### config.mk
export PLATFORM = sky130hd
export DESIGN_NAME = text_encoding_eol_detector_core
export DESIGN_NICKNAME = d
export VERILOG_FILES = /design/src/teed_pkg.sv /design/src/teed_counter.sv /design/src/teed_decide.sv /design/src/text_encoding_eol_detector_core.sv
export SDC_FILE = /design/constraint.sdc
export NUM_CORES = 1
export LEC_CHECK = 0
export BUFFER_PORTS_ARGS = -buffer_cell sky130_fd_sc_hd__buf_4
export CAP_MARGIN = 20
export CORE_MARGIN = 2
export CORE_UTILIZATION = 59
export DETAILED_ROUTE_END_ITERATION = 6
export MAX_ROUTING_LAYER = met4
export PLACE_DENSITY = 0.79
export SETUP_SLACK_MARGIN = 0.02
export SYNTH_ARGS = -nofsm -noshare
export SYNTH_HDL_FRONTEND = slang
export SYNTH_SLANG_ARGS = --single-unit
### constraint.sdc
create_clock -name clk_i -period 10.06 [get_ports clk_i]
set_input_delay 2.012 -clock clk_i [delete_from_list [all_inputs] [get_ports clk_i]]
set_output_delay 2.012 -clock clk_i [all_outputs]
set_load 0.01 [all_outputs]
### src/teed_pkg.sv
`default_nettype none

package teed_pkg;

  // Counter and length widths
  localparam int CNT_W   = 17;
  localparam int NUM_CNT = 10;
  localparam logic [CNT_W-1:0] CNT_MAX = '1;

  // Buffer size in bytes; words reaching beyond it are not counted
  localparam int MAX_BYTES = 65536;
  // Wide enough to hold MAX_BYTES plus one word at the top of its range
  localparam int LEN_W = 21;

  // Below this byte count the line ending uses the count-difference rule
  localparam logic [CNT_W-1:0] SMALL_LEN = CNT_W'(32'h400);

  // Stream widths
  localparam int WORD_W    = 32;
  localparam int NBYTES_W  = 3;
  localparam int S_TDATA_W = 40;
  localparam int ENC_W     = 3;
  localparam int EOL_W     = 2;
  localparam int M_TDATA_W = 8;

  // Counter slots
  localparam int IDX_LF32LE = 0;
  localparam int IDX_CR32LE = 1;
  localparam int IDX_LF32BE = 2;
  localparam int IDX_CR32BE = 3;
  localparam int IDX_LF16LE = 4;
  localparam int IDX_CR16LE = 5;
  localparam int IDX_LF16BE = 6;
  localparam int IDX_CR16BE = 7;
  localparam int IDX_LF8    = 8;
  localparam int IDX_CR8    = 9;

  // Configuration register indexes
  localparam int REG_IDX_W = 1;
  localparam int CFG_W     = 3;
  localparam logic [REG_IDX_W-1:0] REG_FILE_BOM  = 1'b0;
  localparam logic [REG_IDX_W-1:0] REG_SIZE_MOD4 = 1'b1;

  // Byte order mark codes
  localparam logic [2:0] BOM_NONE    = 3'd0;
  localparam logic [2:0] BOM_UTF8    = 3'd1;
  localparam logic [2:0] BOM_UTF16LE = 3'd2;
  localparam logic [2:0] BOM_UTF16BE = 3'd3;
  localparam logic [2:0] BOM_UTF32LE = 3'd4;
  localparam logic [2:0] BOM_UTF32BE = 3'd5;

  // Encoding codes
  localparam logic [ENC_W-1:0] ENC_8BIT    = 3'd0;
  localparam logic [ENC_W-1:0] ENC_UTF32LE = 3'd1;
  localparam logic [ENC_W-1:0] ENC_UTF16LE = 3'd2;
  localparam logic [ENC_W-1:0] ENC_UTF32BE = 3'd3;
  localparam logic [ENC_W-1:0] ENC_UTF16BE = 3'd4;

  // Line ending codes
  localparam logic [EOL_W-1:0] EOL_NONE = 2'd0;
  localparam logic [EOL_W-1:0] EOL_LF   = 2'd1;
  localparam logic [EOL_W-1:0] EOL_CR   = 2'd2;
  localparam logic [EOL_W-1:0] EOL_CRLF = 2'd3;

  typedef logic [CNT_W-1:0] cnt_t;

  // Counter values and byte length after the final word of a chunk
  typedef struct packed {
    cnt_t [NUM_CNT-1:0] cnt;
    cnt_t               len;
  } snap_t;

endpackage

`default_nettype wire

### src/teed_counter.sv
`default_nettype none

module teed_counter (
  input  wire logic                     clk_i,
  input  wire logic                     rst_ni,
  input  wire logic                     in_valid_i,
  output logic                          in_ready_o,
  input  wire logic [teed_pkg::WORD_W-1:0]   word_i,
  input  wire logic [teed_pkg::NBYTES_W-1:0] nbytes_i,
  input  wire logic                     last_i,
  output logic                          snap_valid_o,
  input  wire logic                     snap_ready_i,
  output teed_pkg::snap_t               snap_o
);
  import teed_pkg::*;

  function automatic cnt_t sat_add(cnt_t a, logic [2:0] b);
    logic [CNT_W:0] s;
    s = {1'b0, a} + (CNT_W+1)'(b);
    return s[CNT_W] ? CNT_MAX : s[CNT_W-1:0];
  endfunction

  logic                in_v_q;
  logic [WORD_W-1:0]   word_q;
  logic [NBYTES_W-1:0] nb_q;
  logic                last_q;
  cnt_t                cnt_q [NUM_CNT];
  cnt_t                len_q;

  cnt_t                cnt_new [NUM_CNT];
  cnt_t                len_new;
  logic [2:0]          inc [NUM_CNT];
  logic [NBYTES_W-1:0] nb_eff;
  logic [WORD_W-1:0]   pw;
  logic [15:0]         lo, hi;
  logic                count_en;
  logic                in_move;

  // Pad missing upper bytes with spaces and find the LF/CR matches
  always_comb begin
    nb_eff = (nb_q > 3'd4) ? 3'd4 : nb_q;
    for (int k = 0; k < 4; k++) begin
      pw[8*k +: 8] = (3'(k) < nb_eff) ? word_q[8*k +: 8] : 8'h20;
    end
    lo = pw[15:0];
    hi = pw[31:16];
    inc[IDX_LF32LE] = 3'(pw == 32'h0000000A);
    inc[IDX_CR32LE] = 3'(pw == 32'h0000000D);
    inc[IDX_LF32BE] = 3'(pw == 32'h0A000000);
    inc[IDX_CR32BE] = 3'(pw == 32'h0D000000);
    inc[IDX_LF16LE] = 3'(lo == 16'h000A) + 3'(hi == 16'h000A);
    inc[IDX_CR16LE] = 3'(lo == 16'h000D) + 3'(hi == 16'h000D);
    inc[IDX_LF16BE] = 3'(lo == 16'h0A00) + 3'(hi == 16'h0A00);
    inc[IDX_CR16BE] = 3'(lo == 16'h0D00) + 3'(hi == 16'h0D00);
    inc[IDX_LF8] = 3'(pw[7:0] == 8'h0A) + 3'(pw[15:8] == 8'h0A)
                 + 3'(pw[23:16] == 8'h0A) + 3'(pw[31:24] == 8'h0A);
    inc[IDX_CR8] = 3'(pw[7:0] == 8'h0D) + 3'(pw[15:8] == 8'h0D)
                 + 3'(pw[23:16] == 8'h0D) + 3'(pw[31:24] == 8'h0D);

    count_en = (nb_q != '0) &&
               ((LEN_W'(len_q) + LEN_W'(4)) <= LEN_W'(MAX_BYTES));

    for (int i = 0; i < NUM_CNT; i++) begin
      cnt_new[i] = count_en ? sat_add(cnt_q[i], inc[i]) : cnt_q[i];
      snap_o.cnt[i] = cnt_new[i];
    end
    len_new = count_en ? sat_add(len_q, 3'd4) : len_q;
    snap_o.len = len_new;
  end

  // A plain word always retires; a last word waits for the decision stage
  assign snap_valid_o = in_v_q && last_q;
  assign in_move      = in_v_q && (!last_q || snap_ready_i);
  assign in_ready_o   = !in_v_q || in_move;

  always_ff @(posedge clk_i or negedge rst_ni) begin
    if (!rst_ni) begin
      in_v_q <= 1'b0;
      len_q  <= '0;
      for (int i = 0; i < NUM_CNT; i++) begin
        cnt_q[i] <= '0;
      end
    end else begin
      if (in_ready_o) begin
        in_v_q <= in_valid_i;
      end
      if (in_move) begin
        // Clear everything once the chunk has been handed over
        for (int i = 0; i < NUM_CNT; i++) begin
          cnt_q[i] <= last_q ? '0 : cnt_new[i];
        end
        len_q <= last_q ? '0 : len_new;
      end
    end
  end

  always_ff @(posedge clk_i) begin
    if (in_ready_o && in_valid_i) begin
      word_q <= word_i;
      nb_q   <= nbytes_i;
      last_q <= last_i;
    end
  end

endmodule

`default_nettype wire

### src/teed_decide.sv
`default_nettype none

module teed_decide (
  input  wire logic                        clk_i,
  input  wire logic                        rst_ni,
  input  wire logic                        snap_valid_i,
  output logic                             snap_ready_o,
  input  wire teed_pkg::snap_t             snap_i,
  input  wire logic [2:0]                  file_bom_i,
  input  wire logic [1:0]                  size_mod4_i,
  output logic                             out_valid_o,
  input  wire logic                        out_ready_i,
  output logic [teed_pkg::ENC_W-1:0]       enc_o,
  output logic [teed_pkg::EOL_W-1:0]       eol_o
);
  import teed_pkg::*;

  // part*100 > whole*80 reduced to part*5 > whole*4
  function automatic logic above80(cnt_t part, cnt_t whole);
    logic [CNT_W+2:0] p5;
    logic [CNT_W+2:0] w4;
    p5 = ((CNT_W+3)'(part) << 2) + (CNT_W+3)'(part);
    w4 = (CNT_W+3)'(whole) << 2;
    return (whole != '0) && (p5 > w4);
  endfunction

  function automatic logic [EOL_W-1:0] guess_eol(cnt_t lf, cnt_t cr, cnt_t len);
    logic [CNT_W:0]   lf_w, cr_w, mx, lf2, cr2;
    logic             near_lo, lf_hi, cr_hi;
    logic [EOL_W-1:0] r;
    lf_w    = {1'b0, lf};
    cr_w    = {1'b0, cr};
    mx      = (lf > cr) ? lf_w : cr_w;
    lf2     = {lf, 1'b0};
    cr2     = {cr, 1'b0};
    lf_hi   = lf2 > mx;
    cr_hi   = cr2 > mx;
    near_lo = (lf_w + (CNT_W+1)'(2)) >= cr_w;
    if (lf == '0 && cr == '0) begin
      r = EOL_NONE;
    end else if (lf == cr) begin
      r = EOL_CRLF;
    end else if (cr == '0) begin
      r = EOL_LF;
    end else if (lf == '0) begin
      r = EOL_CR;
    end else if (len < SMALL_LEN) begin
      if (near_lo && (lf_w <= cr_w + (CNT_W+1)'(2))) begin
        r = EOL_CRLF;
      end else begin
        r = near_lo ? EOL_LF : EOL_CR;
      end
    end else if (lf_hi && cr_hi) begin
      r = EOL_CRLF;
    end else begin
      r = lf_hi ? EOL_LF : EOL_CR;
    end
    return r;
  endfunction

  logic             snap_v_q;
  snap_t            snap_q;
  logic             out_ready;
  logic             al4, al2;
  logic             any_eol;
  logic [ENC_W-1:0] enc_d;
  logic [EOL_W-1:0] eol_d;
  cnt_t             lf, cr;

  assign out_ready    = !out_valid_o || out_ready_i;
  assign snap_ready_o = !snap_v_q || out_ready;

  always_comb begin
    al4     = size_mod4_i == 2'd0;
    al2     = !size_mod4_i[0];
    any_eol = (snap_q.cnt[IDX_LF8] != '0) || (snap_q.cnt[IDX_CR8] != '0);
    if (file_bom_i == BOM_UTF32LE ||
        (al4 && ((snap_q.cnt[IDX_LF32LE] == snap_q.cnt[IDX_LF16LE] &&
                  above80(snap_q.cnt[IDX_LF32LE], snap_q.cnt[IDX_LF8])) ||
                 (snap_q.cnt[IDX_CR32LE] == snap_q.cnt[IDX_CR16LE] &&
                  above80(snap_q.cnt[IDX_CR32LE], snap_q.cnt[IDX_CR8]))))) begin
      enc_d = ENC_UTF32LE;
      lf    = snap_q.cnt[IDX_LF32LE];
      cr    = snap_q.cnt[IDX_CR32LE];
    end else if (file_bom_i == BOM_UTF16LE ||
                 (al2 && (above80(snap_q.cnt[IDX_LF16LE], snap_q.cnt[IDX_LF8]) ||
                          above80(snap_q.cnt[IDX_CR16LE], snap_q.cnt[IDX_CR8])))) begin
      enc_d = ENC_UTF16LE;
      lf    = snap_q.cnt[IDX_LF16LE];
      cr    = snap_q.cnt[IDX_CR16LE];
    end else if (file_bom_i == BOM_UTF32BE ||
        (al4 && ((snap_q.cnt[IDX_LF32BE] == snap_q.cnt[IDX_LF16BE] &&
                  above80(snap_q.cnt[IDX_LF32BE], snap_q.cnt[IDX_LF8])) ||
                 (snap_q.cnt[IDX_CR32BE] == snap_q.cnt[IDX_CR16BE] &&
                  above80(snap_q.cnt[IDX_CR32BE], snap_q.cnt[IDX_CR8]))))) begin
      enc_d = ENC_UTF32BE;
      lf    = snap_q.cnt[IDX_LF32BE];
      cr    = snap_q.cnt[IDX_CR32BE];
    end else if (file_bom_i == BOM_UTF16BE ||
                 (al2 && (above80(snap_q.cnt[IDX_LF16BE], snap_q.cnt[IDX_LF8]) ||
                          above80(snap_q.cnt[IDX_CR16BE], snap_q.cnt[IDX_CR8])))) begin
      enc_d = ENC_UTF16BE;
      lf    = snap_q.cnt[IDX_LF16BE];
      cr    = snap_q.cnt[IDX_CR16BE];
    end else begin
      enc_d = ENC_8BIT;
      lf    = snap_q.cnt[IDX_LF8];
      cr    = snap_q.cnt[IDX_CR8];
    end
    eol_d = guess_eol(lf, cr, snap_q.len);
    // No LF or CR byte at all: report nothing, whatever the mark says
    if (!any_eol) begin
      enc_d = ENC_8BIT;
      eol_d = EOL_NONE;
    end
  end

  always_ff @(posedge clk_i or negedge rst_ni) begin
    if (!rst_ni) begin
      snap_v_q    <= 1'b0;
      out_valid_o <= 1'b0;
    end else begin
      if (snap_ready_o) begin
        snap_v_q <= snap_valid_i;
      end
      if (out_ready) begin
        out_valid_o <= snap_v_q;
      end
    end
  end

  always_ff @(posedge clk_i) begin
    if (snap_ready_o && snap_valid_i) begin
      snap_q <= snap_i;
    end
    if (out_ready && snap_v_q) begin
      enc_o <= enc_d;
      eol_o <= eol_d;
    end
  end

endmodule

`default_nettype wire

### src/text_encoding_eol_detector_core.sv
// Text encoding and line-ending detector.
// Slave stream: one transaction per 32-bit word of the file's opening bytes,
// first byte in the low bits; tlast marks the final word of the chunk.
// Each non-empty word updates ten saturating LF/CR match counters and a
// byte count; words that would run past the buffer size are not counted.
// Master stream: one transaction per chunk, carrying the encoding guess and
// line-ending style decided from the counts once the final word is in.
// Configuration: write the byte order mark code and the file size modulo
// four through the write port while no chunk is in flight.
// Throughput: one word per cycle, back to back, no gaps at chunk borders,
// as long as no final word is held (see Stall). A final word reaches the
// master side via the input register, count snapshot and result register.
// Stall: plain words never wait on the master side; a final word holds in
// the input register only while both the snapshot and the result register
// are full, which happens when the receiver stalls across two chunks.
// Reset: counters, byte count and configuration return to zero, no result
// is pending, and the slave side is ready straight out of reset.
`default_nettype none

module text_encoding_eol_detector_core (
  input  wire logic                                  clk_i,
  input  wire logic                                  rst_ni,
  input  wire logic                                  s_axis_tvalid_i,
  output logic                                       s_axis_tready_o,
  // [31:0] data_word, [34:32] valid_bytes, [39:35] zero
  input  wire logic [teed_pkg::S_TDATA_W-1:0]        s_axis_tdata_i,
  input  wire logic                                  s_axis_tlast_i,
  output logic                                       m_axis_tvalid_o,
  input  wire logic                                  m_axis_tready_i,
  // [2:0] encoding_guess, [4:3] eol_style, [7:5] zero
  output logic [teed_pkg::M_TDATA_W-1:0]             m_axis_tdata_o,
  input  wire logic                                  cfg_we_i,
  input  wire logic [teed_pkg::REG_IDX_W-1:0]        cfg_addr_i,
  input  wire logic [teed_pkg::CFG_W-1:0]            cfg_wdata_i
);
  import teed_pkg::*;

  logic [2:0]       bom_q;
  logic [1:0]       size_mod4_q;
  logic             snap_valid;
  logic             snap_ready;
  snap_t            snap;
  logic [ENC_W-1:0] enc;
  logic [EOL_W-1:0] eol;

  // Configuration registers; writes take effect at once
  always_ff @(posedge clk_i or negedge rst_ni) begin
    if (!rst_ni) begin
      bom_q       <= BOM_NONE;
      size_mod4_q <= '0;
    end else if (cfg_we_i) begin
      case (cfg_addr_i)
        REG_FILE_BOM:  bom_q       <= cfg_wdata_i;
        REG_SIZE_MOD4: size_mod4_q <= cfg_wdata_i[1:0];
        default: ;
      endcase
    end
  end

  // Input register and counters
  teed_counter u_counter (
    .clk_i        (clk_i),
    .rst_ni       (rst_ni),
    .in_valid_i   (s_axis_tvalid_i),
    .in_ready_o   (s_axis_tready_o),
    .word_i       (s_axis_tdata_i[WORD_W-1:0]),
    .nbytes_i     (s_axis_tdata_i[WORD_W +: NBYTES_W]),
    .last_i       (s_axis_tlast_i),
    .snap_valid_o (snap_valid),
    .snap_ready_i (snap_ready),
    .snap_o       (snap)
  );

  // Snapshot register, decision logic and result register
  teed_decide u_decide (
    .clk_i        (clk_i),
    .rst_ni       (rst_ni),
    .snap_valid_i (snap_valid),
    .snap_ready_o (snap_ready),
    .snap_i       (snap),
    .file_bom_i   (bom_q),
    .size_mod4_i  (size_mod4_q),
    .out_valid_o  (m_axis_tvalid_o),
    .out_ready_i  (m_axis_tready_i),
    .enc_o        (enc),
    .eol_o        (eol)
  );

  assign m_axis_tdata_o = {{(M_TDATA_W-ENC_W-EOL_W){1'b0}}, eol, enc};

`ifndef NO_ASSERTIONS
  // The byte count handed to the decision never runs past the buffer
  a_len_in_buffer: assert property (@(posedge clk_i) disable iff (!rst_ni)
    snap_valid |-> (LEN_W'(snap.len) <= LEN_W'(MAX_BYTES)))
    else $error("byte count beyond buffer size");

  // With the result register empty the slave side never stalls
  a_no_stall_when_empty: assert property (@(posedge clk_i) disable iff (!rst_ni)
    !m_axis_tvalid_o |-> s_axis_tready_o)
    else $error("input stalled with empty result register");

  // A snapshot taken while the result path is free reaches the master side
  a_result_follows: assert property (@(posedge clk_i) disable iff (!rst_ni)
    (snap_valid && snap_ready && (!m_axis_tvalid_o || m_axis_tready_i))
      |=> ##1 m_axis_tvalid_o)
    else $error("result missing after final word");
`endif

endmodule

`default_nettype wire

==> metrics.log <==
[metrics] run status: finished, final reports clean
[metrics] internal portion of total power: just over 4000 µW
[metrics] routed via count: approximately 28k
[metrics] number of search-and-repair iterations in the first detailed-routing pass: 6
[metrics] power density over cell area: around 170 nW/µm²
[metrics] average via count per standard cell: between 6 and 7
[metrics] count of antenna-violating nets left after detailed routing: 0
[metrics] share of synthesized flip-flops with an asynchronous set or reset: 47.2%
[metrics] TritonCTS clock tree: built
[metrics] max-slew violation count: 0
[metrics] register-to-register path setup slack: roughly 500 ps
[metrics] Synth Register Bits: between 400 and 500
[metrics] hold_ws: approximately 480 ps
[metrics] critical-path maximum fanout: 13
[metrics] vias in the first global route: 26.3k
[metrics] max-capacitance violation count: 0
[metrics] Ports: 60
[metrics] sum of overflow across all layers after global routing: 0
[metrics] sum of net half-perimeters after detailed placement: between 70,000 and 80,000 µm
[metrics] number of warnings issued by yosys: 0
[metrics] Hold Violations, Final: 0
[metrics] die area: approximately 57,000 µm²
[metrics] Area after DPL: ~35,000 µm²
[metrics] Filler Cells Inserted: ~4.3k
[metrics] clock buffer count from CTS: 45
[metrics] sequential power share: 30.8%
[metrics] VDD IR-drop max: 0.133 mV
[metrics] number of synthesized flops with an enable pin: 218
[metrics] worst hold-check path type: reg -> reg
[metrics] Die H: roughly 240 µm
[metrics] simple-gate area share of the yosys netlist: between 10% and 20%
[metrics] Final Critical Period: between 9000 and 10,000 ps
[metrics] count of distinct cell types in the synthesized netlist: between 90 and 100
[metrics] number of sinks on the clock net: a little over 400
[metrics] final clock period utilization by the worst path: about 95%
[metrics] initial DRC count: around 2.9k
[metrics] CTS root buffer: sky130_fd_sc_hd__clkbuf_16
[metrics] Initial Utilization: between 50% and 60%
[metrics] antenna violations before repair: 1
[metrics] net load switching power: roughly 2300 µW
[metrics] Final Power: about 6300 µW
[metrics] proportion of power drawn by the clock network: approximately 27%
[metrics] synthesized area: about 33,000 µm²
[metrics] adder-cell area share of the yosys netlist: 15.1%
[metrics] number of setup violations in the final report: 0
[metrics] chip width: approximately 240 µm
[metrics] cts hold-fix bufs: 0
[metrics] DRC violation count after routing: 0
[metrics] final instance area: about 37,000 µm²
[metrics] start-to-end type of the worst setup path: reg -> reg
[metrics] type of element launching the critical path: register
[metrics] combinational share of power: between 40 and 50%
[metrics] parity-gate share of the synthesized area counting xor and xnor cells: 8.28%
[metrics] portion of netlist area occupied by mux cells: 1.34%
[metrics] Avg Synthesized Cell Area: about 9.3 µm²
[metrics] net switching share of the total power: 35.8%
[metrics] number of H-tree levels: 2
[metrics] critical path endpoint category: register
[metrics] Core Box Area: approximately 55,000 µm²
[metrics] Port Buffer Count: 51
[metrics] GRT Total Usage: 33.7%
[metrics] standby leakage power: about 0.017 µW
[metrics] most used flip-flop cell after synthesis: sky130_fd_sc_hd__edfxtp_1
[metrics] cells after synthesis: 3,506
[metrics] combinational family with the most area after synthesis: compound AO/OA/AOI/OAI gates
[metrics] number of cell rows: 86
[metrics] final cell count without fillers: 4,474
[metrics] endpoint arrival time on the critical path: ~9900 ps
[metrics] maximum single-stage delay on the critical path: approximately 430 ps
[metrics] cell total after placement: 4,361
[metrics] global-route wire length before repair: roughly 150,000 µm
[metrics] worst path required time: a little over 10,000 ps
[metrics] global placement routability congestion: about 1.1
[metrics] deepest clock path buffer count: 3
[metrics] final clock skew: around 42 ps
[metrics] clk slew on worst S/H paths: 60 ps
[metrics] register area share after synthesis: a little over a third
[metrics] crit path max-delay cell type: sky130_fd_sc_hd__edfxtp_1
[metrics] growth of design area from synthesis to finish: 13.3%
[metrics] Worst-Margin Slew: between 1000 and 1500 ps
[metrics] total routed wirelength: between 90,000 and 100,000 µm
[metrics] max-slew headroom at the worst pin: 29.5%
[metrics] wire per inst: around 21 µm
[metrics] maximum number of pins on one net before global-route repair: 93
[metrics] share of the synthesized area in compound gates (AO/OA/AOI/OAI): roughly 21%
[metrics] timing-limited maximum frequency: 0.105 GHz
[metrics] total number of nets in the final design: approximately 4.1k
[metrics] clock latency on the worst-skew pair: roughly 600 ps
[metrics] share of layout cells above drive strength 1: roughly an eighth
sequential cells by signal, summed over array words and instances (netlist names):
register and cells:
bom_q 3, size_mod4_q 2, u_counter.cnt_q 170, u_counter.in_v_q 1, u_counter.last_q 1, u_counter.len_q 17, u_counter.nb_q 3, u_counter.word_q 32
u_decide.enc_o 3, u_decide.eol_o 2, u_decide.out_valid_o 1, u_decide.snap_q 177, u_decide.snap_v_q 1
path summary, 6_finish.rpt:
path | startpoint | endpoint | cells after the start
hold / removal | u_decide.snap_v_q$_DFFE_PN0P_ | u_decide.out_valid_o$_DFFE_PN0N_ | 2
hold reg to reg | u_decide.snap_v_q$_DFFE_PN0P_ | u_decide.out_valid_o$_DFFE_PN0N_ | 2
setup reg to reg | u_decide.snap_q[68]$_DFFE_PP_ | u_decide.eol_o[1]$_SDFFCE_PP0P_ | 50
setup / recovery | u_decide.snap_q[68]$_DFFE_PP_ | u_decide.eol_o[1]$_SDFFCE_PP0P_ | 50
min in group asynchronous | rst_ni | u_counter.cnt_q[30]$_DFFE_PN0P_ | 1
max in group asynchronous | rst_ni | u_counter.cnt_q[136]$_DFFE_PN0P_ | 2
synth_stat cells (all sizes together) (54+ instances only):
master / instances / share of area [%]
ha: 367 / 14
nand2: 314 / 3.6
a21oi: 291 / 4.5
edfxtp: 218 / 20
nor2: 202 / 2.3
xnor2: 196 / 5.3
dfrtp: 195 / 15
o21ai: 168 / 2.6
inv: 167 / 1.9
nand3: 140 / 2.1
a22o: 126 / 3.4
xor2: 113 / 3.0
clkbuf: 100 / 1.1
nand4: 84 / 1.7
a21o: 74 / 1.7
and3: 65 / 1.2
nor3: 56 / 0.92
a31oi: 54 / 1.1
through the flow:
| stage | utilization, % | setup WS, ps | setup TNS [ps] |
|---|---|---|---|
| final | 67.4 | 500 | 0 |
| after global routing | 67.4 | -14.0 | -14.0 |
| after CTS | 66.4 | 30.1 | 0 |
| after detailed placement | 63.5 | -273 | -450 |
| after global placement | 63.5 | -7.70 | -7.70 |
| after floorplan | - | 190 | 0 |
cell usage in the layout (no fill, tap or decap), drive strengths merged, types with 51 or more instances in the layout:
| cell | synthesis | layout |
|---|---|---|
| a211oi | 51 | 51 |
| clkbuf | 100 | 64 |
| nand4 | 84 | 84 |
| a31oi | 54 | 54 |
| a21o | 74 | 74 |
| nor3 | 56 | 56 |
| a22o | 126 | 126 |
| and3 | 65 | 65 |
| o21bai | 52 | 52 |
| buf | 37 | 267 |
| a21oi | 291 | 291 |
| inv | 167 | 170 |
| nand2 | 314 | 314 |
| ha | 367 | 367 |
| nand3 | 140 | 140 |
| o21ai | 168 | 168 |
| edfxtp | 218 | 218 |
| nor2 | 202 | 202 |
| dfrtp | 195 | 195 |
| xor2 | 113 | 113 |
| xnor2 | 196 | 196 |
critical path, delay by kind of cell, from the launching register on:
| family | cells | cell delay [ps] |
|---|---|---|
| buffers and inverters | 4 | 590 |
| AO/OA/AOI/OAI | 27 | 4630 |
| XOR/XNOR | 1 | 140 |
| multiplexers | 1 | 100 |
| AND/OR/NAND/NOR | 12 | 1990 |
| adder cells (fa/ha/maj) | 5 | 1430 |
| flip-flops | 1 | 430 |
power by group through the flow:
stage,sequential (µW),clock (µW),combinational (µW)
finish,1940,1690,2670
global route,1950,1780,2950
CTS,1940,1720,2540
detailed placement,1970,0,2510
global placement,1970,0,2470
floorplan,1940,0,1620
layer usage:
metal | global-route usage (%) | share of wire [%] | up-vias
met4 | 11.9 | 4.1 | 0
met2 | 47.9 | 42 | 1254
met3 | 6.94 | 10 | 243
li1 | - | - | 13400
met5 | - | 0 | -
met1 | 47.8 | 44 | 13500
what timing repair did:
| item | CTS | global route |
|---|---|---|
| gates cloned | 0 | 2 |
| setup buffers | 1 | 21 |
| resized for setup | 14 | 72 |
| pin swaps | 1 | 28 |
| setup endpoints to repair | 2 | 2 |
cells by family after synthesis:
family | Yosys count
fa+ha+maj | 384
simple gates | 1047
flops | 413
xor+xnor | 309
buf+inv | 304
mux | 42
other cells | 1
compound gates | 1006
layout make-up:
class | count | area [µm²] | area share, %
diodes | 1 | 2.50 | 0.00675
clock buffers | 62 | 1250 | 3.38
well taps | 748 | 936 | 2.53
multi-input cells | 2792 | 20400 | 55.1
inverters | 167 | 627 | 1.69
clock inverters | 22 | 272 | 0.733
repair buffers | 269 | 2140 | 5.77
flip-flops and latches | 413 | 11400 | 30.8
No activity file was read; power rests on OpenSTA's default activity.
